===== src/rtl/assert_macros.svh =====
// Assertion macros used by the RTL of the edge filter.
`ifndef ASSERT_MACROS_SVH
`define ASSERT_MACROS_SVH

// A property that must hold at every clock edge out of reset.
`define ASSERT_ALWAYS(lbl, clk, rstn, prop, msg) \
    lbl: assert property (@(posedge clk) disable iff (!(rstn)) (prop)) else $error(msg);

// The consequent must hold in the same cycle as the antecedent.
`define ASSERT_IMPLIES(lbl, clk, rstn, ante, cons, msg) \
    lbl: assert property (@(posedge clk) disable iff (!(rstn)) (ante) |-> (cons)) \
        else $error(msg);

// The consequent must hold in the cycle after the antecedent.
`define ASSERT_NEXT(lbl, clk, rstn, ante, cons, msg) \
    lbl: assert property (@(posedge clk) disable iff (!(rstn)) (ante) |=> (cons)) \
        else $error(msg);

`endif


===== src/rtl/kuf_pkg.sv =====
// Types and constants shared by the union-find edge filter.
package kuf_pkg;

    localparam int VERTEX_W     = 8;
    localparam int WEIGHT_W     = 16;
    localparam int COUNT_W      = 8;
    localparam int TABLE_DEPTH  = 2 ** VERTEX_W;
    localparam int VERTEX_COUNT = 256;

    localparam int Q_PTR_W      = 2;
    localparam int QUEUE_DEPTH  = 2 ** Q_PTR_W;
    localparam logic [Q_PTR_W:0] Q_FULL = (Q_PTR_W + 1)'(QUEUE_DEPTH);

    localparam logic [COUNT_W-1:0] COUNT_ONE = (COUNT_W)'(1);

    // One edge as it waits in the queue, with its classification.
    typedef struct packed {
        logic [VERTEX_W-1:0]        vertex_a;
        logic [VERTEX_W-1:0]        vertex_b;
        logic signed [WEIGHT_W-1:0] edge_weight;
        logic                       final_edge;
        logic                       in_range;
        logic                       self_loop;
    } t_edge_cmd;

    // One finished result.
    typedef struct packed {
        logic [VERTEX_W-1:0]        vertex_a;
        logic [VERTEX_W-1:0]        vertex_b;
        logic signed [WEIGHT_W-1:0] weight;
        logic                       taken;
        logic [COUNT_W-1:0]         tree_edges;
        logic                       graph_done;
    } t_result;

    typedef enum logic [1:0] {
        ST_IDLE,
        ST_FIND_A,
        ST_FIND_B,
        ST_DONE
    } t_back_state;

endpackage


===== src/rtl/kuf_edge_if.sv =====
// Channel carrying one edge per beat into the filter.
interface kuf_edge_if;
    logic                                        valid;
    logic                                        ready;
    logic [kuf_pkg::VERTEX_W-1:0]                vertex_a;
    logic [kuf_pkg::VERTEX_W-1:0]                vertex_b;
    logic signed [kuf_pkg::WEIGHT_W-1:0]         edge_weight;
    logic                                        final_edge;

    modport source (output valid, vertex_a, vertex_b, edge_weight, final_edge, input ready);
    modport sink   (input valid, vertex_a, vertex_b, edge_weight, final_edge, output ready);
endinterface


===== src/rtl/kuf_result_if.sv =====
// Channel carrying one filter result per beat out of the filter.
interface kuf_result_if;
    logic                                valid;
    logic                                ready;
    logic [kuf_pkg::VERTEX_W-1:0]        out_vertex_a;
    logic [kuf_pkg::VERTEX_W-1:0]        out_vertex_b;
    logic signed [kuf_pkg::WEIGHT_W-1:0] out_weight;
    logic                                taken;
    logic [kuf_pkg::COUNT_W-1:0]         tree_edges;
    logic                                graph_done;

    modport source (output valid, out_vertex_a, out_vertex_b, out_weight, taken, tree_edges,
                    graph_done, input ready);
    modport sink   (input valid, out_vertex_a, out_vertex_b, out_weight, taken, tree_edges,
                    graph_done, output ready);
endinterface


===== src/rtl/kruskal_union_find_edge_filter_core.sv =====
// Top level of the Kruskal union-find edge filter.
//
//  Channel    Dir  Beat
//  i_edge     in   vertex_a, vertex_b, edge_weight, final_edge
//  o_result   out  out_vertex_a, out_vertex_b, out_weight, taken, tree_edges, graph_done
//
// The back end follows the parent links from each endpoint to its root, one
// link a cycle through the single table read port; an edge with an endpoint out of
// range, or a self loop, skips both walks and goes straight to the done state.
// Reset (i_rst_n low at a clock edge) empties the queue, drops any pending result
// and restores the table to identity at once through per-entry valid bits.
// The four-entry front queue keeps edges flowing in while the back end walks or stalls.
module kruskal_union_find_edge_filter_core (
    input  logic         i_clk,
    input  logic         i_rst_n,
    kuf_edge_if.sink     i_edge,
    kuf_result_if.source o_result
);

    // Edge commands pass from the front queue to the back end one beat at a
    // time under a valid/ready handshake of their own.
    logic               cmd_valid;
    logic               cmd_ready;
    kuf_pkg::t_edge_cmd cmd;

    // The front end accepts edges, marks those that need no walk (an endpoint
    // outside the vertex range, or both endpoints equal) and queues them.
    kuf_front u_front (
        .i_clk       (i_clk),
        .i_rst_n     (i_rst_n),
        .i_edge      (i_edge),
        .o_cmd_valid (cmd_valid),
        .i_cmd_ready (cmd_ready),
        .o_cmd       (cmd)
    );

    // The back end finds both roots, links the first root to the second when
    // they differ, counts the union and registers the result. When the
    // result for the final edge of a graph is registered, it also resets the
    // table and the count for the next graph.
    kuf_back u_back (
        .i_clk       (i_clk),
        .i_rst_n     (i_rst_n),
        .i_cmd_valid (cmd_valid),
        .o_cmd_ready (cmd_ready),
        .i_cmd       (cmd),
        .o_result    (o_result)
    );

endmodule


===== src/rtl/kuf_front.sv =====
// Front end: accepts edges, classifies them and queues them for the back end.
module kuf_front (
    input  logic               i_clk,
    input  logic               i_rst_n,
    kuf_edge_if.sink           i_edge,
    output logic               o_cmd_valid,
    input  logic               i_cmd_ready,
    output kuf_pkg::t_edge_cmd o_cmd
);

    kuf_pkg::t_edge_cmd              r_q [kuf_pkg::QUEUE_DEPTH];
    logic [kuf_pkg::Q_PTR_W-1:0]     r_wr_ptr, n_wr_ptr;
    logic [kuf_pkg::Q_PTR_W-1:0]     r_rd_ptr, n_rd_ptr;
    logic [kuf_pkg::Q_PTR_W:0]       r_cnt, n_cnt;
    logic                            push, pop;
    kuf_pkg::t_edge_cmd              new_cmd;

    assign i_edge.ready = (r_cnt != kuf_pkg::Q_FULL);
    assign push         = i_edge.valid && i_edge.ready;
    assign o_cmd_valid  = (r_cnt != '0);
    assign pop          = o_cmd_valid && i_cmd_ready;
    assign o_cmd        = r_q[r_rd_ptr];

    // An edge with an endpoint outside the vertex range is ignored, and a
    // self loop can never join two sets, so neither needs a walk.
    always_comb begin
        new_cmd.vertex_a    = i_edge.vertex_a;
        new_cmd.vertex_b    = i_edge.vertex_b;
        new_cmd.edge_weight = i_edge.edge_weight;
        new_cmd.final_edge  = i_edge.final_edge;
        new_cmd.in_range    = (32'(i_edge.vertex_a) < kuf_pkg::VERTEX_COUNT) &&
                              (32'(i_edge.vertex_b) < kuf_pkg::VERTEX_COUNT);
        new_cmd.self_loop   = (i_edge.vertex_a == i_edge.vertex_b);
    end

    always_comb begin
        n_wr_ptr = push ? r_wr_ptr + 1'b1 : r_wr_ptr;
        n_rd_ptr = pop  ? r_rd_ptr + 1'b1 : r_rd_ptr;
        n_cnt    = r_cnt;
        if (push && !pop) begin
            n_cnt = r_cnt + 1'b1;
        end else if (pop && !push) begin
            n_cnt = r_cnt - 1'b1;
        end
    end

    always_ff @(posedge i_clk) begin
        if (!i_rst_n) begin
            r_wr_ptr <= '0;
            r_rd_ptr <= '0;
            r_cnt    <= '0;
        end else begin
            r_wr_ptr <= n_wr_ptr;
            r_rd_ptr <= n_rd_ptr;
            r_cnt    <= n_cnt;
        end
    end

    always_ff @(posedge i_clk) begin
        if (push) begin
            r_q[r_wr_ptr] <= new_cmd;
        end
    end

endmodule


===== src/rtl/kuf_back.sv =====
// Back end: walks the parent table for both endpoints, joins roots, drives results.
`include "assert_macros.svh"

module kuf_back (
    input  logic               i_clk,
    input  logic               i_rst_n,
    input  logic               i_cmd_valid,
    output logic               o_cmd_ready,
    input  kuf_pkg::t_edge_cmd i_cmd,
    kuf_result_if.source       o_result
);

    // Parent table; an entry whose valid bit is clear reads as its own index.
    logic [kuf_pkg::VERTEX_W-1:0]     r_mem [kuf_pkg::TABLE_DEPTH];
    logic [kuf_pkg::TABLE_DEPTH-1:0]  r_valid;
    logic [kuf_pkg::VERTEX_W-1:0]     r_rd_data;
    logic                             r_rd_valid;

    kuf_pkg::t_back_state             r_state, n_state;
    kuf_pkg::t_edge_cmd               r_cmd, n_cmd;
    logic [kuf_pkg::VERTEX_W-1:0]     r_node, n_node;
    logic [kuf_pkg::VERTEX_W-1:0]     r_root_a, n_root_a;
    logic                             r_take, n_take;
    logic [kuf_pkg::COUNT_W-1:0]      r_count, n_count;
    logic                             r_out_valid, n_out_valid;
    kuf_pkg::t_result                 r_out;

    logic [kuf_pkg::VERTEX_W-1:0]     rd_addr;
    logic [kuf_pkg::VERTEX_W-1:0]     parent;
    logic                             is_root;
    logic                             wr_en;
    logic                             load_out;
    logic                             clear_table;

    assign parent  = r_rd_valid ? r_rd_data : r_node;
    assign is_root = (parent == r_node);

    always_comb begin
        n_state     = r_state;
        n_cmd       = r_cmd;
        n_node      = r_node;
        n_root_a    = r_root_a;
        n_take      = r_take;
        n_count     = r_count;
        rd_addr     = r_node;
        wr_en       = 1'b0;
        load_out    = 1'b0;
        clear_table = 1'b0;
        o_cmd_ready = 1'b0;

        unique case (r_state)
            kuf_pkg::ST_IDLE: begin
                o_cmd_ready = 1'b1;
                if (i_cmd_valid) begin
                    n_cmd = i_cmd;
                    if (i_cmd.in_range && !i_cmd.self_loop) begin
                        rd_addr = i_cmd.vertex_a;
                        n_node  = i_cmd.vertex_a;
                        n_state = kuf_pkg::ST_FIND_A;
                    end else begin
                        n_take  = 1'b0;
                        n_state = kuf_pkg::ST_DONE;
                    end
                end
            end
            kuf_pkg::ST_FIND_A: begin
                if (is_root) begin
                    n_root_a = r_node;
                    rd_addr  = r_cmd.vertex_b;
                    n_node   = r_cmd.vertex_b;
                    n_state  = kuf_pkg::ST_FIND_B;
                end else begin
                    rd_addr = parent;
                    n_node  = parent;
                end
            end
            kuf_pkg::ST_FIND_B: begin
                if (is_root) begin
                    n_take  = (r_root_a != r_node);
                    wr_en   = (r_root_a != r_node);
                    if (r_root_a != r_node) begin
                        n_count = r_count + kuf_pkg::COUNT_ONE;
                    end
                    n_state = kuf_pkg::ST_DONE;
                end else begin
                    rd_addr = parent;
                    n_node  = parent;
                end
            end
            kuf_pkg::ST_DONE: begin
                if (!r_out_valid || o_result.ready) begin
                    load_out = 1'b1;
                    if (r_cmd.final_edge) begin
                        clear_table = 1'b1;
                        n_count     = '0;
                    end
                    n_state = kuf_pkg::ST_IDLE;
                end
            end
            default: begin
                n_state = kuf_pkg::ST_IDLE;
            end
        endcase

        if (load_out) begin
            n_out_valid = 1'b1;
        end else if (o_result.ready) begin
            n_out_valid = 1'b0;
        end else begin
            n_out_valid = r_out_valid;
        end
    end

    always_ff @(posedge i_clk) begin
        if (!i_rst_n) begin
            r_state     <= kuf_pkg::ST_IDLE;
            r_count     <= '0;
            r_out_valid <= 1'b0;
            r_valid     <= '0;
        end else begin
            r_state     <= n_state;
            r_count     <= n_count;
            r_out_valid <= n_out_valid;
            if (clear_table) begin
                r_valid <= '0;
            end else if (wr_en) begin
                r_valid[r_root_a] <= 1'b1;
            end
        end
    end

    always_ff @(posedge i_clk) begin
        r_cmd      <= n_cmd;
        r_node     <= n_node;
        r_root_a   <= n_root_a;
        r_take     <= n_take;
        r_rd_valid <= r_valid[rd_addr];
        if (load_out) begin
            r_out.vertex_a   <= r_cmd.vertex_a;
            r_out.vertex_b   <= r_cmd.vertex_b;
            r_out.weight     <= r_cmd.edge_weight;
            r_out.taken      <= r_take;
            r_out.tree_edges <= r_count;
            r_out.graph_done <= r_cmd.final_edge;
        end
    end

    // Table memory: one write and one registered read per cycle.
    always_ff @(posedge i_clk) begin
        if (wr_en) begin
            r_mem[r_root_a] <= r_node;
        end
        r_rd_data <= r_mem[rd_addr];
    end

    assign o_result.valid        = r_out_valid;
    assign o_result.out_vertex_a = r_out.vertex_a;
    assign o_result.out_vertex_b = r_out.vertex_b;
    assign o_result.out_weight   = r_out.weight;
    assign o_result.taken        = r_out.taken;
    assign o_result.tree_edges   = r_out.tree_edges;
    assign o_result.graph_done   = r_out.graph_done;

    `ASSERT_NEXT(a_count_step, i_clk, i_rst_n, wr_en, r_count - $past(r_count) == kuf_pkg::COUNT_ONE, "count did not advance on a union")
    `ASSERT_IMPLIES(a_load_from_done, i_clk, i_rst_n, $rose(r_out_valid), $past(r_state) == kuf_pkg::ST_DONE, "result loaded outside the done state")
    `ASSERT_NEXT(a_final_clears, i_clk, i_rst_n, load_out && r_cmd.final_edge, r_count == '0 && r_valid == '0, "table not restored after the final edge")
    `ASSERT_IMPLIES(a_no_take_skipped, i_clk, i_rst_n, r_state == kuf_pkg::ST_DONE && (!r_cmd.in_range || r_cmd.self_loop), !r_take, "skipped edge marked as taken")

endmodule


===== src/flat_wrapper.sv =====
// flat-port wrapper written by rule: the top's interface ports become plain ports
module kruskal_union_find_edge_filter_core_flat 
  (i_clk, i_rst_n, i_edge_valid, i_edge_vertex_a, i_edge_vertex_b, i_edge_edge_weight, i_edge_final_edge, i_edge_ready, o_result_valid, o_result_out_vertex_a, o_result_out_vertex_b, o_result_out_weight, o_result_taken, o_result_tree_edges, o_result_graph_done, o_result_ready);
  kuf_edge_if i_edge_i ();
  kuf_result_if o_result_i ();
  input  logic i_clk;
  input  logic i_rst_n;
  input wire logic [$bits(i_edge_i.valid)-1:0] i_edge_valid;
  input wire logic [$bits(i_edge_i.vertex_a)-1:0] i_edge_vertex_a;
  input wire logic [$bits(i_edge_i.vertex_b)-1:0] i_edge_vertex_b;
  input wire logic [$bits(i_edge_i.edge_weight)-1:0] i_edge_edge_weight;
  input wire logic [$bits(i_edge_i.final_edge)-1:0] i_edge_final_edge;
  output wire logic [$bits(i_edge_i.ready)-1:0] i_edge_ready;
  output wire logic [$bits(o_result_i.valid)-1:0] o_result_valid;
  output wire logic [$bits(o_result_i.out_vertex_a)-1:0] o_result_out_vertex_a;
  output wire logic [$bits(o_result_i.out_vertex_b)-1:0] o_result_out_vertex_b;
  output wire logic [$bits(o_result_i.out_weight)-1:0] o_result_out_weight;
  output wire logic [$bits(o_result_i.taken)-1:0] o_result_taken;
  output wire logic [$bits(o_result_i.tree_edges)-1:0] o_result_tree_edges;
  output wire logic [$bits(o_result_i.graph_done)-1:0] o_result_graph_done;
  input wire logic [$bits(o_result_i.ready)-1:0] o_result_ready;
  assign i_edge_i.valid = i_edge_valid;
  assign i_edge_i.vertex_a = i_edge_vertex_a;
  assign i_edge_i.vertex_b = i_edge_vertex_b;
  assign i_edge_i.edge_weight = i_edge_edge_weight;
  assign i_edge_i.final_edge = i_edge_final_edge;
  assign i_edge_ready = i_edge_i.ready;
  assign o_result_valid = o_result_i.valid;
  assign o_result_out_vertex_a = o_result_i.out_vertex_a;
  assign o_result_out_vertex_b = o_result_i.out_vertex_b;
  assign o_result_out_weight = o_result_i.out_weight;
  assign o_result_taken = o_result_i.taken;
  assign o_result_tree_edges = o_result_i.tree_edges;
  assign o_result_graph_done = o_result_i.graph_done;
  assign o_result_i.ready = o_result_ready;
  kruskal_union_find_edge_filter_core u_core (.i_clk(i_clk), .i_rst_n(i_rst_n), .i_edge(i_edge_i), .o_result(o_result_i));
endmodule

===== config.mk =====
export PLATFORM = sky130hd
export DESIGN_NAME = kruskal_union_find_edge_filter_core_flat
export DESIGN_NICKNAME = d
export VERILOG_FILES = /design/src/rtl/kuf_pkg.sv /design/src/rtl/kuf_edge_if.sv /design/src/rtl/kuf_result_if.sv /design/src/rtl/kruskal_union_find_edge_filter_core.sv /design/src/rtl/kuf_front.sv /design/src/rtl/kuf_back.sv /design/src/flat_wrapper.sv
export VERILOG_INCLUDE_DIRS = /design/src /design/src/rtl
export SDC_FILE = /design/constraint.sdc
export NUM_CORES = 2
export LEC_CHECK = 0
export BUFFER_PORTS_ARGS = -buffer_cell sky130_fd_sc_hd__buf_4
export CAP_MARGIN = 15
export CORE_ASPECT_RATIO = 1.4
export CORE_UTILIZATION = 60
export DETAILED_ROUTE_END_ITERATION = 16
export GPL_ROUTABILITY_DRIVEN = 0
export PLACE_DENSITY = 0.76
export SYNTH_ARGS = -nofsm -noshare
export SYNTH_HDL_FRONTEND = slang
export SYNTH_SLANG_ARGS = --single-unit

===== constraint.sdc =====
create_clock -name i_clk -period 11.2 [get_ports i_clk]
set_input_delay 0.56 -clock i_clk [delete_from_list [all_inputs] [get_ports i_clk]]
set_output_delay 0.56 -clock i_clk [all_outputs]
set_load 0.005 [all_outputs]

; ---- Yosys cells after proc, flatten, opt, wreduce, memory -nomap -nowiden
; Memories as Yosys holds them, arrays and structs flattened. A register that Yosys moved wholly into a read port is not among the register bits.
; Cells that the tools add are included.
[word_totals]
regBits = 367
latchBits = 0
ram_bits = 2184
mem_bits_ro = 0
out_inout_bits = 44
mem_count = 2
[mem_list]
columns = memory, depth, word_bits, rd, rd_clocked_by_memory_dff, write_ports, line_no
row1 = u_core.u_back.r_mem, 256, 8, 1, 1, 1, kuf_back.sv:14  ; logic [kuf_pkg::VERTEX_W-1:0] r_mem [kuf_pkg::TABLE_DEPTH];
row2 = u_core.u_front.r_q, 4, 34, 1, 1, 1, kuf_front.sv:11  ; kuf_pkg::t_edge_cmd r_q [kuf_pkg::QUEUE_DEPTH];
[op_classes]
n_addsub = 5
n_mul = 0
div_mod_pow = 0
order_cmp = 3
n_eq_ne = 14
shift = 0
muxes = 43
bitwise_logic = 2
reduce_logical = 23
[op_table]
columns = cell, n
row1 = 256-bit OR, 1
row2 = 8-bit two-way mux, 9
row3 = 8-bit case mux with 3 select lines, 1
row4 = 1-bit two-way mux, 19
row5 = 8-bit by 9-bit less-than comparator with 1-bit output (second input constant), 2
row6 = 8-bit equality test, 2
row7 = 8-bit case mux with 2 select lines, 1
row8 = 2-bit two-way mux, 7
row9 = 2-bit != test (second input constant), 6
row10 = 8-bit by 1-bit adder with 8-bit output (second input constant), 1
row11 = 1-bit binary-select mux with 8-bit select, 1
row12 = 1-bit demux with 8-bit select, 1
row13 = 8-bit by 1-bit >= comparator with 1-bit output (second input constant), 1
row14 = 8-bit != test, 1
row15 = 2-bit case mux with 4 select lines, 1
row16 = 4-bit AND reduction, 2
row17 = 2-bit nonzero test, 4
row18 = 3-bit two-way mux, 2
row19 = 1-bit logical AND, 5
row20 = 5-bit AND reduction, 1
row21 = 2-bit by 1-bit adder with 2-bit output (second input constant), 2
row22 = 2-bit equality test (second input constant), 2
row23 = 1-bit logical NOT, 4
row24 = 2-bit AND reduction, 2
row25 = 12 further kinds, 12

; ---- Depth between registers and ports, before layout
[logic_depth]
depth_word = 7
mapped_depth = 20
ltp_nobuf = 14

; ---- Hierarchy
; Synthesis repeated with hierarchy kept, for this count alone.
[unflattened]
hier_cells = 7459
hier_area_um2 = 100538.9
[modules_own_cells]
columns = module, n_inst, cells_each, area_per_inst_um2
row1 = kuf_back, 1, 7220, 94991.1
row2 = kuf_front, 1, 239, 5547.8

; ---- Worst setup path after synthesis
; Ideal clock, no wire load.
[synth_timing]
path_type = register to register
start = reg u_core.u_back.r_node[6] (netlist name)
end = reg u_core.u_back.r_rd_data[2] (netlist name), read port of u_core.u_back.r_mem
t_arrival_ps = 7034
required_ps = 11067
path_slack_ps = 4033
stages_incl_launch_ff = 15
n_path_buf = 3
path_cell_list = dfxtp_1 -> xor2_1 -> nor4_4 -> a21o_1 -> a221oi_1 -> a21boi_2 -> inv_2 -> clkbuf_1 -> buf_1 -> clkbuf_1 -> mux4_2 -> mux2i_1 -> nor3_1 -> nor3_1 -> nand4_1
[synth_via]
elab_chain_len = 4
[synth_rtl]
columns = item, line_no
row1 = from (decl), kuf_back.sv:21  ; logic [kuf_pkg::VERTEX_W-1:0] r_node, n_node;
row2 = from (signal assigned), kuf_back.sv:134  ; r_node <= n_node;
row3 = 8-bit two-way mux, kuf_back.sv:35  ; assign parent = r_rd_valid ? r_rd_data : r_node;
row4 = 8-bit equality test, kuf_back.sv:36  ; assign is_root = (parent == r_node);
row5 = 8-bit two-way mux (on tied branches), --
row6 = 8-bit case mux with 3 select lines *, kuf_back.sv:51  ; unique case (r_state)
row7 = to (decl), kuf_back.sv:16  ; logic [kuf_pkg::VERTEX_W-1:0] r_rd_data;
; Every way passes the cells marked *; elsewhere a longest branch is shown, timed or not.
; A chain may end at the register's enable or synchronous reset.

==> flow_summary.yaml <==
setup_path:
  crit_family: "buffers and inverters"
  crit_path_frequent_cell: "buf_4"
  crit_cells: 16
  critPathRequiredTime_ps: 11780
  startpoint_type: "flip-flop"
  path_buf_inv: 6
  cp-end-kind: "flip-flop"
  path_cells: "buf_4, mux4_2, nor2_2, mux2_2, a21boi_0, a31oi_4, buf_4, inv_8, buf_4, buf_4, nand3_1, a21oi_1, nor4_2, buf_4, nor4_1, nand4_1"
  worstPathArrival_ps: 8270
  ff2ff_path_depth: 16
  max_stage_delay_ps: 1160
  crit_type: "flip-flop to flip-flop"
  worstPathMaxFanout: 84
  slowest_stage: "nor4_1"
clock_tree:
  htreeDepth: 4
  cts_resized: 0
  cts_root_buf: "clkbuf_16"
  clock_latency_ps: 860
  cts_inserted_buffers: 215
  cts.path.max_buffers: 3
  clk_pin_slew_worst_paths_ps: 70
  cts_tree: "built"
  cts_sinks: 2561
yosys:
  synth_top_area_cell: "edfxtp_1"
  synth_compound_area_frac: 0.0627
  syn-num-nets: 7571
  synthAdderAreaFrac: 0.00144
  netlist.area_leader.share: 0.676
  synthArstFlopShare: 0
  synth_warnings: 0
  ys_top_cells_by_count: "2,268 x edfxtp_1, 1,865 x nand2_1, 533 x nand3_1, 324 x nor2_1"
  synth_edf_count: 2268
  muxShareOfSynthArea: 0.0425
  synth_xor_area_frac: 0.00313
  synth_simple_gate_area_share: 0.133
  post-synth-top-count-cell: "edfxtp_1"
  ys_seq_area_frac: 0.735
  netlist_area_sq_um: 101000
  synth_area_per_cell_sq_um: 13.4
  synth_top_family_by_area: "simple AND/OR/NAND/NOR gates"
  synthCells: 7523
  synth_cell_types: 65
  yosys-top-cells-area: "edfxtp_1 68%, nand2_1 7.0%, dfxtp_1 5.8%"
  ys_dominant_reg_cell: "edfxtp_1"
  synth_seq_cells: 2561
detailed_routing:
  viasPerCell: 6.55
  drcViolationCount: 0
  first_iter_violations: 10100
  ant_nets: 0
  firstDrtPassIters: 6
  routed_wl_um: 282000
  vias: 65200
  wl_per_cell_um: 28.3
cells_and_area:
  fillers: 11000
  multi_input_area_sq_um: 24700
  seq_area_sq_um: 74000
  finalInstanceArea_sq_um: 111000
  nets: 7562
  area_growth_syn_to_layout_pct: 10.1
  finalNonFillerCells: 9957
  drive_gt1_frac: 0.0840
min_path:
  hold_path.class: "primary input to flip-flop"
  hold_depth: 3
grt:
  top_usage_layer: "met2"
  grt_use_met3: 0.0682
  use_met2: 0.523
  antenna_found_initial: 11
  grtUsageTotal: 0.331
  grt_pass1_vias: 63100
  grt_overflow_total: 0
  grt_max_degree: 198
  met1_usage: 0.412
  grt_pass1_wl_um: 411000
floorplanning:
  io_pins: 81
  die_h_um: 487
  core-area_sq_um: 166000
  initial_core_util: 0.605
  die_x_um: 348
  die_area_sq_um: 169000
  num_rows: 177
sta:
  fin_skew_ps: 25.0
  hold_violations: 0
  final.min_clock_period_ps: 7680
  fmax_mhz: 130
  tns_ps: 0
  setup_violations: 0
  layout_setup_ws_ps: 3520
  slew_headroom: 0.0488
  drv_slew: 0
  finalCritPeriodShare: 0.686
  tightest_slew_ps: 1410
  rsz0062_at_grt: "false"
job:
  cap_violations: 0
placement:
  io_buffers: 80
  place_ws_ps: 3830
  dpl-instance-area_sq_um: 103000
  place_inst: 9492
  dpl.hpwl_um: 164000
run_status:
  status: "complete, no violations"
## cells in the final DEF, fill, tap and decap left out, drive strengths merged, types with 33 or more instances in the layout
master,n
a21oi,200
a311oi,76
a31oi,177
and3,207
buf,227
clkbuf,316
clkinv,66
dfxtp,293
dlygate4sd3,33
edfxtp,2268
mux2i,293
mux4,58
nand2,1865
nand3,533
nor2,325
nor3,38
nor4,81
o21a,263
o22ai,108
## metrics by stage
stage / hold WS (ps) / util
5_1_grt: 114 / 0.667
6_report: 125 / 0.667
3_3_place_gp: 404 / 0.621
2_1_floorplan: 400 / -
3_5_place_dp: 405 / 0.622
4_1_cts: 70.8 / 0.666
## what timing repair did
action                                  CTS  global route
buffers inserted                          0             0
endpoints found under the hold margin   132             0
endpoints found under the setup margin    0             0
hold buffers                             33             0
## cell type report
class                      instances  share of cell area
antenna                           15            0.000338
clock buffer                     315              0.0552
clock inverter                    93             0.00858
inverter                          19            0.000801
multi-input combinational       4456               0.222
sequential                      2561               0.667
tap                             2237              0.0252
timing repair buffer             261              0.0203
## registers in the layout (all words and copies together) (netlist names), named ones only
name                                 flops
u_core.u_back.r_mem                   2048
u_core.u_back.r_state                    2
u_core.u_back.r_count                    8
u_core.u_front.r_cnt                     3
u_core.u_back.o_result.valid             1
u_core.u_back.r_rd_valid                 1
u_core.u_back.o_result.tree_edges        8
u_core.u_back.r_take                     1
u_core.u_back.o_result.out_vertex_a      8
u_core.u_back.r_rd_data                  8
u_core.u_back.o_result.out_weight       16
u_core.u_back.r_node                     8
u_core.u_back.r_valid                  256
u_core.u_back.o_result.graph_done        1
u_core.u_back.r_cmd                     33
u_core.u_front.r_rd_ptr                  2
u_core.u_front.r_q                     136
u_core.u_back.r_root_a                   8
u_core.u_back.o_result.taken             1
u_core.u_front.r_wr_ptr                  2
u_core.u_back.o_result.out_vertex_b      8
## cells by family (layout without fill, tap and decap cells)
family                     after synthesis  count (layout)
xor gates and xnor gates                36              36
buffers and inverters                  506             688
and+or+nand+nor                       3123            3123
AOI/OAI and AO/OA                      931             931
other                                    0              15
DFF                                   2561            2561
muxes                                  355             355
adders and majority gates               11              11
## path summary, 6_finish.rpt
kind,slack [ps],startpoint,endpoint
min reg2reg,420,u_core.u_back.r_cmd[8],u_core.u_back.o_result.out_weight[5]
max,3520,flip-flop,u_core.u_back.r_rd_data[2]
min,120,o_result_ready,u_core.u_back.o_result.valid
max reg2reg,3520,flip-flop,u_core.u_back.r_rd_data[2]
## tightest hold or removal path: stages
cell      delay [ps]
buf_4             70
nand2b_1         200
a21oi_1          100
## per-layer routing
layer,vias up,wire length [um]
met2,4490,135000
li1,27700,-
met4,6,20400
met5,-,69
met1,32200,95400
met3,849,31700
Power is left out: the tool's default activity adds up to more than one toggle a clock period on the data nets, which glitch-free logic cannot reach.
